File: src/hw/rtl/mspid_pkg.sv
// Shared types, constants and rounding helper for the motor speed PID block.
// No dependencies; used by mspid_ctrl, mspid_datapath and motor_speed_pid_core.
`default_nettype none

package mspid_pkg;

  localparam int COUNT_BITS_DEF = 16;

  localparam int CFG_ADDR_W = 3;
  localparam int CFG_DATA_W = 16;

  // Q.4 limits (LOW_REF_RPM is in whole rpm)
  localparam int DRIVE_MAX   = 4080;
  localparam int RPM_MAX     = 524287;
  localparam int RPM_MIN     = -524288;
  localparam int LOW_REF_RPM = 120;
  localparam int BAND_LOW    = 80;
  localparam int BAND_HIGH   = 40;

  localparam int PROD_W = 39;

  typedef enum logic [CFG_ADDR_W-1:0] {
    CFG_PROP_GAIN   = 3'd0,
    CFG_INTEG_GAIN  = 3'd1,
    CFG_DERIV_GAIN  = 3'd2,
    CFG_INTEG_LIMIT = 3'd3,
    CFG_RPM_SCALE   = 3'd4,
    CFG_CLOCKWISE   = 3'd5
  } cfg_idx_e;

  typedef enum logic [1:0] {
    MUL_RPM,
    MUL_PROP,
    MUL_INTEG,
    MUL_DERIV
  } mul_sel_e;

  typedef enum logic [3:0] {
    ST_IDLE,
    ST_RPM,
    ST_ERR,
    ST_PROP,
    ST_INTEG,
    ST_DERIV,
    ST_SUM,
    ST_DRIVE,
    ST_DONE
  } state_e;

  typedef struct packed {
    mul_sel_e mul_sel;
    logic     load_in;
    logic     load_err;
    logic     decide;
    logic     acc_p;
    logic     integ_upd;
    logic     acc_sum;
    logic     drive_upd;
    logic     finish;
  } dp_cmd_t;

  typedef struct packed {
    logic stop;
    logic in_band;
  } dp_stat_t;

  // Arithmetic right shift, round to nearest, ties away from zero.
  function automatic logic signed [PROD_W-1:0] rnd_shr(input logic signed [PROD_W-1:0] v,
                                                       input int unsigned sh);
    logic signed [PROD_W-1:0] bias;
    bias = (PROD_W'(1) <<< (sh - 1)) - (v[PROD_W-1] ? PROD_W'(1) : PROD_W'(0));
    return (v + bias) >>> sh;
  endfunction

endpackage

`default_nettype wire

File: src/hw/rtl/mspid_ctrl.sv
// Sequencer for the motor speed PID: walks one request through the shared multiplier.
// Depends on mspid_pkg; drives mspid_datapath through dp_cmd_t.
`default_nettype none

module mspid_ctrl (
  input  wire logic                clk_i,
  input  wire logic                rst_ni,
  input  wire logic                in_valid_i,
  output logic                     in_ready_o,
  output logic                     out_valid_o,
  input  wire logic                out_ready_i,
  input  wire mspid_pkg::dp_stat_t stat_i,
  output mspid_pkg::dp_cmd_t       cmd_o
);

  mspid_pkg::state_e state_q, state_d;
  logic              out_valid_q, out_valid_d;

  always_ff @(posedge clk_i or negedge rst_ni) begin
    if (!rst_ni) begin
      state_q     <= mspid_pkg::ST_IDLE;
      out_valid_q <= 1'b0;
    end else begin
      state_q     <= state_d;
      out_valid_q <= out_valid_d;
    end
  end

  always_comb begin
    state_d     = state_q;
    cmd_o       = '0;
    cmd_o.mul_sel = mspid_pkg::MUL_RPM;
    in_ready_o  = 1'b0;
    out_valid_d = out_valid_q && !out_ready_i;

    case (state_q)
      mspid_pkg::ST_IDLE: begin
        in_ready_o    = 1'b1;
        cmd_o.load_in = in_valid_i;
        if (in_valid_i) begin
          state_d = mspid_pkg::ST_RPM;
        end
      end
      mspid_pkg::ST_RPM: begin
        cmd_o.mul_sel = mspid_pkg::MUL_RPM;
        state_d       = mspid_pkg::ST_ERR;
      end
      mspid_pkg::ST_ERR: begin
        cmd_o.load_err = 1'b1;
        state_d        = mspid_pkg::ST_PROP;
      end
      mspid_pkg::ST_PROP: begin
        cmd_o.mul_sel = mspid_pkg::MUL_PROP;
        cmd_o.decide  = 1'b1;
        // stop and dead band skip the PID update
        if (stat_i.stop || stat_i.in_band) begin
          state_d = mspid_pkg::ST_DONE;
        end else begin
          state_d = mspid_pkg::ST_INTEG;
        end
      end
      mspid_pkg::ST_INTEG: begin
        cmd_o.mul_sel = mspid_pkg::MUL_INTEG;
        cmd_o.acc_p   = 1'b1;
        state_d       = mspid_pkg::ST_DERIV;
      end
      mspid_pkg::ST_DERIV: begin
        cmd_o.mul_sel   = mspid_pkg::MUL_DERIV;
        cmd_o.integ_upd = 1'b1;
        state_d         = mspid_pkg::ST_SUM;
      end
      mspid_pkg::ST_SUM: begin
        cmd_o.acc_sum = 1'b1;
        state_d       = mspid_pkg::ST_DRIVE;
      end
      mspid_pkg::ST_DRIVE: begin
        cmd_o.drive_upd = 1'b1;
        state_d         = mspid_pkg::ST_DONE;
      end
      mspid_pkg::ST_DONE: begin
        // hold until the output register is free
        if (!out_valid_q || out_ready_i) begin
          cmd_o.finish = 1'b1;
          out_valid_d  = 1'b1;
          state_d      = mspid_pkg::ST_IDLE;
        end
      end
      default: begin
        state_d = mspid_pkg::ST_IDLE;
      end
    endcase
  end

  assign out_valid_o = out_valid_q;

endmodule

`default_nettype wire

File: src/hw/rtl/mspid_datapath.sv
// Datapath for the motor speed PID: config registers, one shared 17x22 multiplier,
// rounding, clamps, controller state and output payload. Depends on mspid_pkg.
`default_nettype none

module mspid_datapath #(
  parameter int COUNT_BITS = mspid_pkg::COUNT_BITS_DEF
) (
  input  wire logic                                clk_i,
  input  wire logic                                rst_ni,
  input  wire logic                                cfg_we_i,
  input  wire logic [mspid_pkg::CFG_ADDR_W-1:0]    cfg_addr_i,
  input  wire logic [mspid_pkg::CFG_DATA_W-1:0]    cfg_data_i,
  input  wire logic signed [15:0]                  pulse_count_i,
  input  wire logic signed [15:0]                  speed_ref_i,
  input  wire mspid_pkg::dp_cmd_t                  cmd_i,
  output mspid_pkg::dp_stat_t                      stat_o,
  output logic [7:0]                               pwm_duty_o,
  output logic                                     pwm_update_o,
  output logic signed [19:0]                       measured_rpm_o,
  output logic signed [12:0]                       drive_level_o
);

  localparam int PW = mspid_pkg::PROD_W;

  // configuration
  logic [15:0] prop_gain_q, integ_gain_q, deriv_gain_q, integ_limit_q, rpm_scale_q;
  logic        clockwise_q;

  always_ff @(posedge clk_i or negedge rst_ni) begin
    if (!rst_ni) begin
      prop_gain_q   <= 16'd256;
      integ_gain_q  <= 16'd0;
      deriv_gain_q  <= 16'd0;
      integ_limit_q <= 16'd4080;
      rpm_scale_q   <= 16'd256;
      clockwise_q   <= 1'b1;
    end else if (cfg_we_i) begin
      case (mspid_pkg::cfg_idx_e'(cfg_addr_i))
        mspid_pkg::CFG_PROP_GAIN:   prop_gain_q   <= cfg_data_i;
        mspid_pkg::CFG_INTEG_GAIN:  integ_gain_q  <= cfg_data_i;
        mspid_pkg::CFG_DERIV_GAIN:  deriv_gain_q  <= cfg_data_i;
        mspid_pkg::CFG_INTEG_LIMIT: integ_limit_q <= cfg_data_i;
        mspid_pkg::CFG_RPM_SCALE:   rpm_scale_q   <= cfg_data_i;
        mspid_pkg::CFG_CLOCKWISE:   clockwise_q   <= cfg_data_i[0];
        default: ;
      endcase
    end
  end

  // controller state
  logic signed [15:0] last_cnt_q;
  logic signed [20:0] last_err_q;
  logic signed [16:0] integ_q, integ_d;
  logic signed [12:0] drive_q, drive_d;

  // per-request working registers
  logic signed [15:0] cnt_q, sref_q;
  logic signed [19:0] rpm_q, rpm_d;
  logic signed [20:0] err_q, err_d;
  logic signed [PW-1:0] prod_q, prod_d;
  logic signed [31:0] acc_q;
  logic               upd_q;

  // output payload
  logic [7:0]         duty_out_q;
  logic               upd_out_q;
  logic signed [19:0] rpm_out_q;
  logic signed [12:0] drive_out_q;

  // counter delta with wrap at COUNT_BITS
  logic signed [16:0] diff17, delta;
  assign diff17 = {cnt_q[15], cnt_q} - {last_cnt_q[15], last_cnt_q};

  if (COUNT_BITS >= 17) begin : g_wide_cnt
    assign delta = diff17;
  end else begin : g_narrow_cnt
    assign delta = {{(17-COUNT_BITS){diff17[COUNT_BITS-1]}}, diff17[COUNT_BITS-1:0]};
  end

  // shared multiplier
  logic signed [16:0] mul_a;
  logic signed [21:0] mul_b;

  always_comb begin
    case (cmd_i.mul_sel)
      mspid_pkg::MUL_RPM: begin
        mul_a = {1'b0, rpm_scale_q};
        mul_b = {{5{delta[16]}}, delta};
      end
      mspid_pkg::MUL_PROP: begin
        mul_a = {1'b0, prop_gain_q};
        mul_b = {err_q[20], err_q};
      end
      mspid_pkg::MUL_INTEG: begin
        mul_a = {1'b0, integ_gain_q};
        mul_b = {err_q[20], err_q};
      end
      mspid_pkg::MUL_DERIV: begin
        mul_a = {1'b0, deriv_gain_q};
        mul_b = {err_q[20], err_q} - {last_err_q[20], last_err_q};
      end
      default: begin
        mul_a = {1'b0, rpm_scale_q};
        mul_b = {{5{delta[16]}}, delta};
      end
    endcase
  end

  assign prod_d = mul_a * mul_b;

  // speed, reference and error
  logic signed [PW-1:0] rpm_full, prod_r8;
  logic signed [20:0]   ref_s;
  logic signed [21:0]   diff22;

  assign rpm_full = mspid_pkg::rnd_shr(prod_q, 4);
  assign prod_r8  = mspid_pkg::rnd_shr(prod_q, 8);

  always_comb begin
    if (rpm_full > PW'(mspid_pkg::RPM_MAX)) begin
      rpm_d = 20'(mspid_pkg::RPM_MAX);
    end else if (rpm_full < PW'(mspid_pkg::RPM_MIN)) begin
      rpm_d = 20'(mspid_pkg::RPM_MIN);
    end else begin
      rpm_d = rpm_full[19:0];
    end
    ref_s  = clockwise_q ? {sref_q[15], sref_q, 4'b0000} : -{sref_q[15], sref_q, 4'b0000};
    diff22 = {ref_s[20], ref_s} - {{2{rpm_d[19]}}, rpm_d};
    if (diff22[21] != diff22[20]) begin
      err_d = diff22[21] ? {1'b1, 20'd0} : {1'b0, {20{1'b1}}};
    end else begin
      err_d = diff22[20:0];
    end
  end

  // branch decision
  logic [21:0] err_mag;
  logic [21:0] band;
  logic        low_ref;

  assign err_mag = err_q[20] ? -{err_q[20], err_q} : {err_q[20], err_q};
  assign low_ref = (sref_q < 16'(mspid_pkg::LOW_REF_RPM)) &&
                   (sref_q > -16'(mspid_pkg::LOW_REF_RPM));
  assign band    = low_ref ? 22'(mspid_pkg::BAND_LOW) : 22'(mspid_pkg::BAND_HIGH);

  assign stat_o.stop    = (sref_q == 16'sd0);
  assign stat_o.in_band = (err_mag <= band);

  // integrator clamp
  logic signed [PW-1:0] integ_sum, lim;
  assign integ_sum = {{(PW-17){integ_q[16]}}, integ_q} + prod_r8;
  assign lim       = {{(PW-16){1'b0}}, integ_limit_q};

  always_comb begin
    if (integ_sum > lim) begin
      integ_d = lim[16:0];
    end else if (integ_sum < -lim) begin
      integ_d = 17'(-lim);
    end else begin
      integ_d = integ_sum[16:0];
    end
  end

  // drive saturation
  always_comb begin
    if (acc_q > 32'(mspid_pkg::DRIVE_MAX)) begin
      drive_d = 13'(mspid_pkg::DRIVE_MAX);
    end else if (acc_q < -32'(mspid_pkg::DRIVE_MAX)) begin
      drive_d = -13'(mspid_pkg::DRIVE_MAX);
    end else begin
      drive_d = acc_q[12:0];
    end
  end

  logic [12:0] drive_mag, duty_rnd;
  assign drive_mag = drive_q[12] ? -drive_q : drive_q;
  assign duty_rnd  = drive_mag + 13'd8;

  always_ff @(posedge clk_i or negedge rst_ni) begin
    if (!rst_ni) begin
      last_cnt_q <= '0;
      last_err_q <= '0;
      integ_q    <= '0;
      drive_q    <= '0;
    end else begin
      if (cmd_i.decide && stat_o.stop) begin
        integ_q <= '0;
        drive_q <= '0;
      end
      if (cmd_i.integ_upd) begin
        integ_q <= integ_d;
      end
      if (cmd_i.drive_upd) begin
        drive_q <= drive_d;
      end
      if (cmd_i.finish) begin
        last_cnt_q <= cnt_q;
        last_err_q <= err_q;
      end
    end
  end

  always_ff @(posedge clk_i) begin
    prod_q <= prod_d;
    if (cmd_i.load_in) begin
      cnt_q  <= pulse_count_i;
      sref_q <= speed_ref_i;
    end
    if (cmd_i.load_err) begin
      rpm_q <= rpm_d;
      err_q <= err_d;
    end
    if (cmd_i.decide) begin
      upd_q <= stat_o.stop || !stat_o.in_band;
    end
    if (cmd_i.acc_p) begin
      acc_q <= {{19{drive_q[12]}}, drive_q} + prod_r8[31:0];
    end
    if (cmd_i.acc_sum) begin
      acc_q <= acc_q + {{15{integ_q[16]}}, integ_q} + prod_r8[31:0];
    end
    if (cmd_i.finish) begin
      duty_out_q  <= upd_q ? duty_rnd[11:4] : 8'd0;
      upd_out_q   <= upd_q;
      rpm_out_q   <= rpm_q;
      drive_out_q <= drive_q;
    end
  end

  assign pwm_duty_o     = duty_out_q;
  assign pwm_update_o   = upd_out_q;
  assign measured_rpm_o = rpm_out_q;
  assign drive_level_o  = drive_out_q;

endmodule

`default_nettype wire

File: src/hw/rtl/motor_speed_pid_core.sv
// Motor speed PID controller, top level: sequencer plus datapath.
// Depends on mspid_pkg, mspid_ctrl and mspid_datapath.
//
// One request per control period: pulse_count_i (encoder counter) and speed_ref_i
// (whole rpm) on a valid/ready input channel. Each request yields exactly one result
// on the output channel: pwm_duty_o, pwm_update_o, measured_rpm_o (Q.4) and
// drive_level_o (Q.4).
// A request runs through one shared 17x22 multiplier, one product per cycle:
// speed, then P, I and D terms. A zero reference or an error inside the dead band
// skips the I, D, sum and drive steps and goes straight to the result step.
// A new request is taken only after the result of the last one is registered;
// the block does not accept one while it is still working on a request.
// The result sits in an output register; a stalled receiver does not block the
// next request from being accepted and computed, but its result waits in the last
// step until the output register is taken.
// Configuration: cfg_we_i writes cfg_data_i to register cfg_addr_i (0 prop gain,
// 1 integral gain, 2 derivative gain, 3 integrator limit, 4 rpm scale, 5 clockwise).
// The user writes only while the block is idle (the block does not enforce it). Reset
// restores the default gains and clears the last count, last error, integrator and drive.
`default_nettype none

module motor_speed_pid_core #(
  parameter int COUNT_BITS = mspid_pkg::COUNT_BITS_DEF
) (
  input  wire logic                             clk_i,
  input  wire logic                             rst_ni,
  input  wire logic                             cfg_we_i,
  input  wire logic [mspid_pkg::CFG_ADDR_W-1:0] cfg_addr_i,
  input  wire logic [mspid_pkg::CFG_DATA_W-1:0] cfg_data_i,
  input  wire logic                             in_valid_i,
  output logic                                  in_ready_o,
  input  wire logic signed [15:0]               pulse_count_i,
  input  wire logic signed [15:0]               speed_ref_i,
  output logic                                  out_valid_o,
  input  wire logic                             out_ready_i,
  output logic [7:0]                            pwm_duty_o,
  output logic                                  pwm_update_o,
  output logic signed [19:0]                    measured_rpm_o,
  output logic signed [12:0]                    drive_level_o
);

  mspid_pkg::dp_cmd_t  cmd;
  mspid_pkg::dp_stat_t stat;

  mspid_ctrl u_ctrl (
    .clk_i       (clk_i),
    .rst_ni      (rst_ni),
    .in_valid_i  (in_valid_i),
    .in_ready_o  (in_ready_o),
    .out_valid_o (out_valid_o),
    .out_ready_i (out_ready_i),
    .stat_i      (stat),
    .cmd_o       (cmd)
  );

  mspid_datapath #(
    .COUNT_BITS (COUNT_BITS)
  ) u_datapath (
    .clk_i          (clk_i),
    .rst_ni         (rst_ni),
    .cfg_we_i       (cfg_we_i),
    .cfg_addr_i     (cfg_addr_i),
    .cfg_data_i     (cfg_data_i),
    .pulse_count_i  (pulse_count_i),
    .speed_ref_i    (speed_ref_i),
    .cmd_i          (cmd),
    .stat_o         (stat),
    .pwm_duty_o     (pwm_duty_o),
    .pwm_update_o   (pwm_update_o),
    .measured_rpm_o (measured_rpm_o),
    .drive_level_o  (drive_level_o)
  );

endmodule

`default_nettype wire

File: config.mk
export PLATFORM = sky130hd
export DESIGN_NAME = motor_speed_pid_core
export DESIGN_NICKNAME = d
export VERILOG_FILES = /design/src/hw/rtl/mspid_pkg.sv /design/src/hw/rtl/mspid_ctrl.sv /design/src/hw/rtl/mspid_datapath.sv /design/src/hw/rtl/motor_speed_pid_core.sv
export SDC_FILE = /design/constraint.sdc
export NUM_CORES = 2
export LEC_CHECK = 0
export BUFFER_PORTS_ARGS = -buffer_cell sky130_fd_sc_hd__buf_2
export CORE_ASPECT_RATIO = 1.75
export CORE_MARGIN = 10
export CORE_UTILIZATION = 50
export DETAILED_ROUTE_END_ITERATION = 10
export PLACE_DENSITY = 0.7
export RECOVER_POWER = 100
export SYNTH_ARGS = -nofsm -noshare
export SYNTH_HDL_FRONTEND = slang
export SYNTH_HIERARCHICAL = 1
export SYNTH_SLANG_ARGS = --single-unit
File: constraint.sdc
create_clock -name clk_i -period 31.3 [get_ports clk_i]
set_input_delay 1.565 -clock clk_i [delete_from_list [all_inputs] [get_ports clk_i]]
set_output_delay 1.565 -clock clk_i [all_outputs]
set_load 0.03 [all_outputs]
==> impl_metrics.ini <==
[sta]
setup_viol_count_final = 0
setup-tns-final_ns = 0
rsz0062_at_grt = no
finalHoldViolations = 0
timing.final.crit_share = 0.417
final.setup_skew_ns = 0.0273
timing.final.max_slew_violations = 586
layout_min_cycle_time_ns = 13.05
worst-slew-pin-transition_ns = 4.98
slew_headroom = -2.32
max_clock_freq_mhz = 76.6

[setup_path]
timing.critical_path.from_type = flop
worst_reg2reg_setup_slack_ns = 18.25
path_common_cell = sky130_fd_sc_hd__fa_1
critical_path_arrival_ns = 13.55
highest_net_fanout_along_the_worst_path = 40
critical_path_end_type = flop
worst-path-buf-inv = 8
worstPathRequired_ns = 31.80
reg2reg_start = u_ctrl/state_q[1]
critPathMaxStageDelay_ns = 2.02
crit_type = flop to flop
kind_of_cell_adding_the_most_delay_to_the_critical_path = buffers and inverters
cpMaxStageDelayCell = sky130_fd_sc_hd__clkbuf_1
worst_setup_path_startpoint = u_ctrl/state_q[1]
worstReg2RegEnd = u_datapath/prod_q[37]
timing.reg2reg.worst_path_depth = 33

[yosys]
post_synth_inst_count = 4427
synth_enable_flop_cells = 148
synth_area_sq_um = 39700
synthFlopType = sky130_fd_sc_hd__edfxtp_1
syn_avg_cell_area_sq_um = 8.98
synthesis.yosys.warnings = 6
netlist-cell-type-count = 97
synth-seq-area-share = 0.228
syn-num-nets = 5245
postSynth.asyncResetShare = 0.450
synth_seq_cells = 340

[worst_hold_path]
timing.hold.worst.class = flop to flop
hp-start = u_datapath/rpm_q[14]
timing.hold.worst_path_depth = 0
worst_case_hold_path_end_point = u_datapath/measured_rpm_o[14]

[grt]
antenna_found_initial = 4
grt_start_max_net_pins = 92
grt_first_pass_wirelength_um = 176000
grt_overflow_total = 0
grt_usage = 0.246
first_global_vias = 33247

[die]
pin_count = 100
start_util = 0.505
die_w_um = 233
placeableCoreArea_sq_um = 78600
fp.dieArea_sq_um = 91600
row_count = 136
die_height_um = 393

[clock_network]
clk_tree_root_cell = sky130_fd_sc_hd__clkbuf_16
clock_tree.htree_level_count = 2
tritoncts = yes
worst_skew_pair.late_latency_ns = 0.57
post_cts_sizing_count = 0
cts-root-to-sink-buffers = 3
postCtsSetupRepairBufs = 0
cts_buffers = 35
clk_pin_slew_ns = 0.06
tritoncts_num_sinks = 340
cts_hold_buf = 0

[layout]
layout-drive-gt1-share = 0.0691
final.fill_count = 7409
multi_input_comb_area_sq_um = 27200
synthesis_to_finish_area_growth_pct = 6.68
post_layout_net_count = 5289
layout.area.seq_sq_um = 9070
mostFrequentLayoutCell = sky130_fd_sc_hd__inv_1
layout.cells.most_common_list = 760 x sky130_fd_sc_hd__inv_1, 383 x sky130_fd_sc_hd__ha_1, 379 x sky130_fd_sc_hd__fa_1, 352 x sky130_fd_sc_hd__nand2_1, 263 x sky130_fd_sc_hd__nor2_1

[detailed_routing]
vias_per_cell = 5.75
drt_pass1_iterations = 6
route.antenna.remaining_nets = 0
drtIter0Drc = 1896
drt_drc_violations_left = 0
route.final.wire_length_um = 113000
routed_wl_per_cell_um = 20.3
dr_total_vias = 31863

[status]
failed_checks = max-capacitance violations, max-slew violations
outcome = finished, violations left

[run]
maxCapViolCount = 13

[placement]
port-buffer-count = 99
gp_congestion = 0.935
dp.final_hpwl_um = 90000
-- logic make-up after synthesis --
group                    count (synthesis)  synth area share
XOR/XNOR                               251            0.0555
multiplexers                           114            0.0318
flip-flops                             340             0.228
buffers and inverters                  904            0.0859
AND/OR/NAND/NOR                       1187             0.144
AO/OA/AOI/OAI                          861             0.141
adder cells (fa/ha/maj)                770             0.314
-- synthesized netlist by cell type (12+ instances only) --
library cell               count  area, sq um
sky130_fd_sc_hd__or2_2        19          119
sky130_fd_sc_hd__and3_1       19          119
sky130_fd_sc_hd__nor2b_1      74          463
sky130_fd_sc_hd__o211ai_1     15          113
sky130_fd_sc_hd__edfxtp_1    148         4440
sky130_fd_sc_hd__ha_1        383         4790
sky130_fd_sc_hd__a31oi_1      25          156
sky130_fd_sc_hd__o21a_1       29          218
sky130_fd_sc_hd__and2_1       40          250
sky130_fd_sc_hd__o21bai_1     15          113
sky130_fd_sc_hd__o31a_1       12          105
sky130_fd_sc_hd__nand2_1     352         1320
sky130_fd_sc_hd__clkbuf_1    130          488
sky130_fd_sc_hd__nand3_1     118          591
sky130_fd_sc_hd__o31ai_1      15          113
sky130_fd_sc_hd__a21boi_0     21          158
sky130_fd_sc_hd__xor2_1       73          639
sky130_fd_sc_hd__a21oi_1     225         1130
sky130_fd_sc_hd__a211oi_1     20          150
sky130_fd_sc_hd__or3_1        35          219
sky130_fd_sc_hd__nor3_1      107          536
sky130_fd_sc_hd__o21ai_0     214         1070
sky130_fd_sc_hd__dfxtp_1      39          781
sky130_fd_sc_hd__a22o_1       25          219
sky130_fd_sc_hd__a21o_1      108          811
sky130_fd_sc_hd__inv_1       761         2860
sky130_fd_sc_hd__nand4_1      37          231
sky130_fd_sc_hd__fa_1        379         7590
sky130_fd_sc_hd__xnor2_1     177         1550
sky130_fd_sc_hd__mux2i_1      15          150
sky130_fd_sc_hd__nor2_1      263          987
sky130_fd_sc_hd__nor4_1       23          144
sky130_fd_sc_hd__dfrtp_1     142         3550
sky130_fd_sc_hd__mux2_2       99         1110
sky130_fd_sc_hd__o21ai_1      14         70.1
sky130_fd_sc_hd__nand2b_1     52          325
-- layout make-up --
class / instances / share of cell area
clock buffers: 43 / 0.0223
flip-flops and latches: 340 / 0.214
well taps: 1035 / 0.0305
clock inverters: 21 / 0.00481
inverters: 761 / 0.0674
multi-input cells: 3183 / 0.642
repair buffers: 150 / 0.0182
diodes: 6 / 0.000354
-- flip-flops by register name, indices dropped and copies added, names as in the netlist, 8 cells and up --
register and cells:
u_datapath/acc_q 32, u_datapath/cnt_q 16, u_datapath/deriv_gain_q 16, u_datapath/drive_level_o 13, u_datapath/drive_q 13, u_datapath/err_q 21
u_datapath/integ_gain_q 16, u_datapath/integ_limit_q 16, u_datapath/integ_q 17, u_datapath/last_cnt_q 16, u_datapath/last_err_q 21, u_datapath/measured_rpm_o 20
u_datapath/prod_q 39, u_datapath/prop_gain_q 16, u_datapath/pwm_duty_o 8, u_datapath/rpm_q 20, u_datapath/rpm_scale_q 16, u_datapath/sref_q 16
-- worst max path at each step --
stage                            end  slack (ns)  depth (start not counted)
6_report       u_datapath/prod_q[37]       18.25                         33
3_5_place_dp   u_datapath/prod_q[37]       19.96                         43
4_1_cts        u_datapath/prod_q[37]       19.96                         43
5_1_grt        u_datapath/prod_q[38]       17.51                         35
3_3_place_gp   u_datapath/prod_q[37]       20.15                         43
2_1_floorplan  u_datapath/prod_q[37]       21.45                         43
-- through the flow --
| step | instance area (sq um) | util | hold WS [ns] | instances | setup WS, ns |
|---|---|---|---|---|---|
| after floorplan | 39700 | - | 0.400 | 4427 | 21.45 |
| after global routing | 42400 | 0.539 | 0.425 | 5535 | 17.51 |
| after global placement | 41500 | 0.527 | 0.402 | 5469 | 20.15 |
| final | 42400 | 0.539 | 0.418 | 5539 | 18.25 |
| after CTS | 42600 | 0.542 | 0.420 | 5533 | 19.96 |
| after detailed placement | 41500 | 0.527 | 0.405 | 5469 | 19.96 |
-- per-layer routing --
layer / up-vias / routed length [um] / global-route usage
li1: 14872 / - / -
met1: 15678 / 38900 / 0.244
met2: 941 / 59000 / 0.458
met3: 370 / 4910 / 0.0289
met4: 2 / 9730 / 0.194
met5: - / 13 / 0
Power is left out: the tool's default activity adds up to more than one toggle a clock period on the data nets, which glitch-free logic cannot reach.
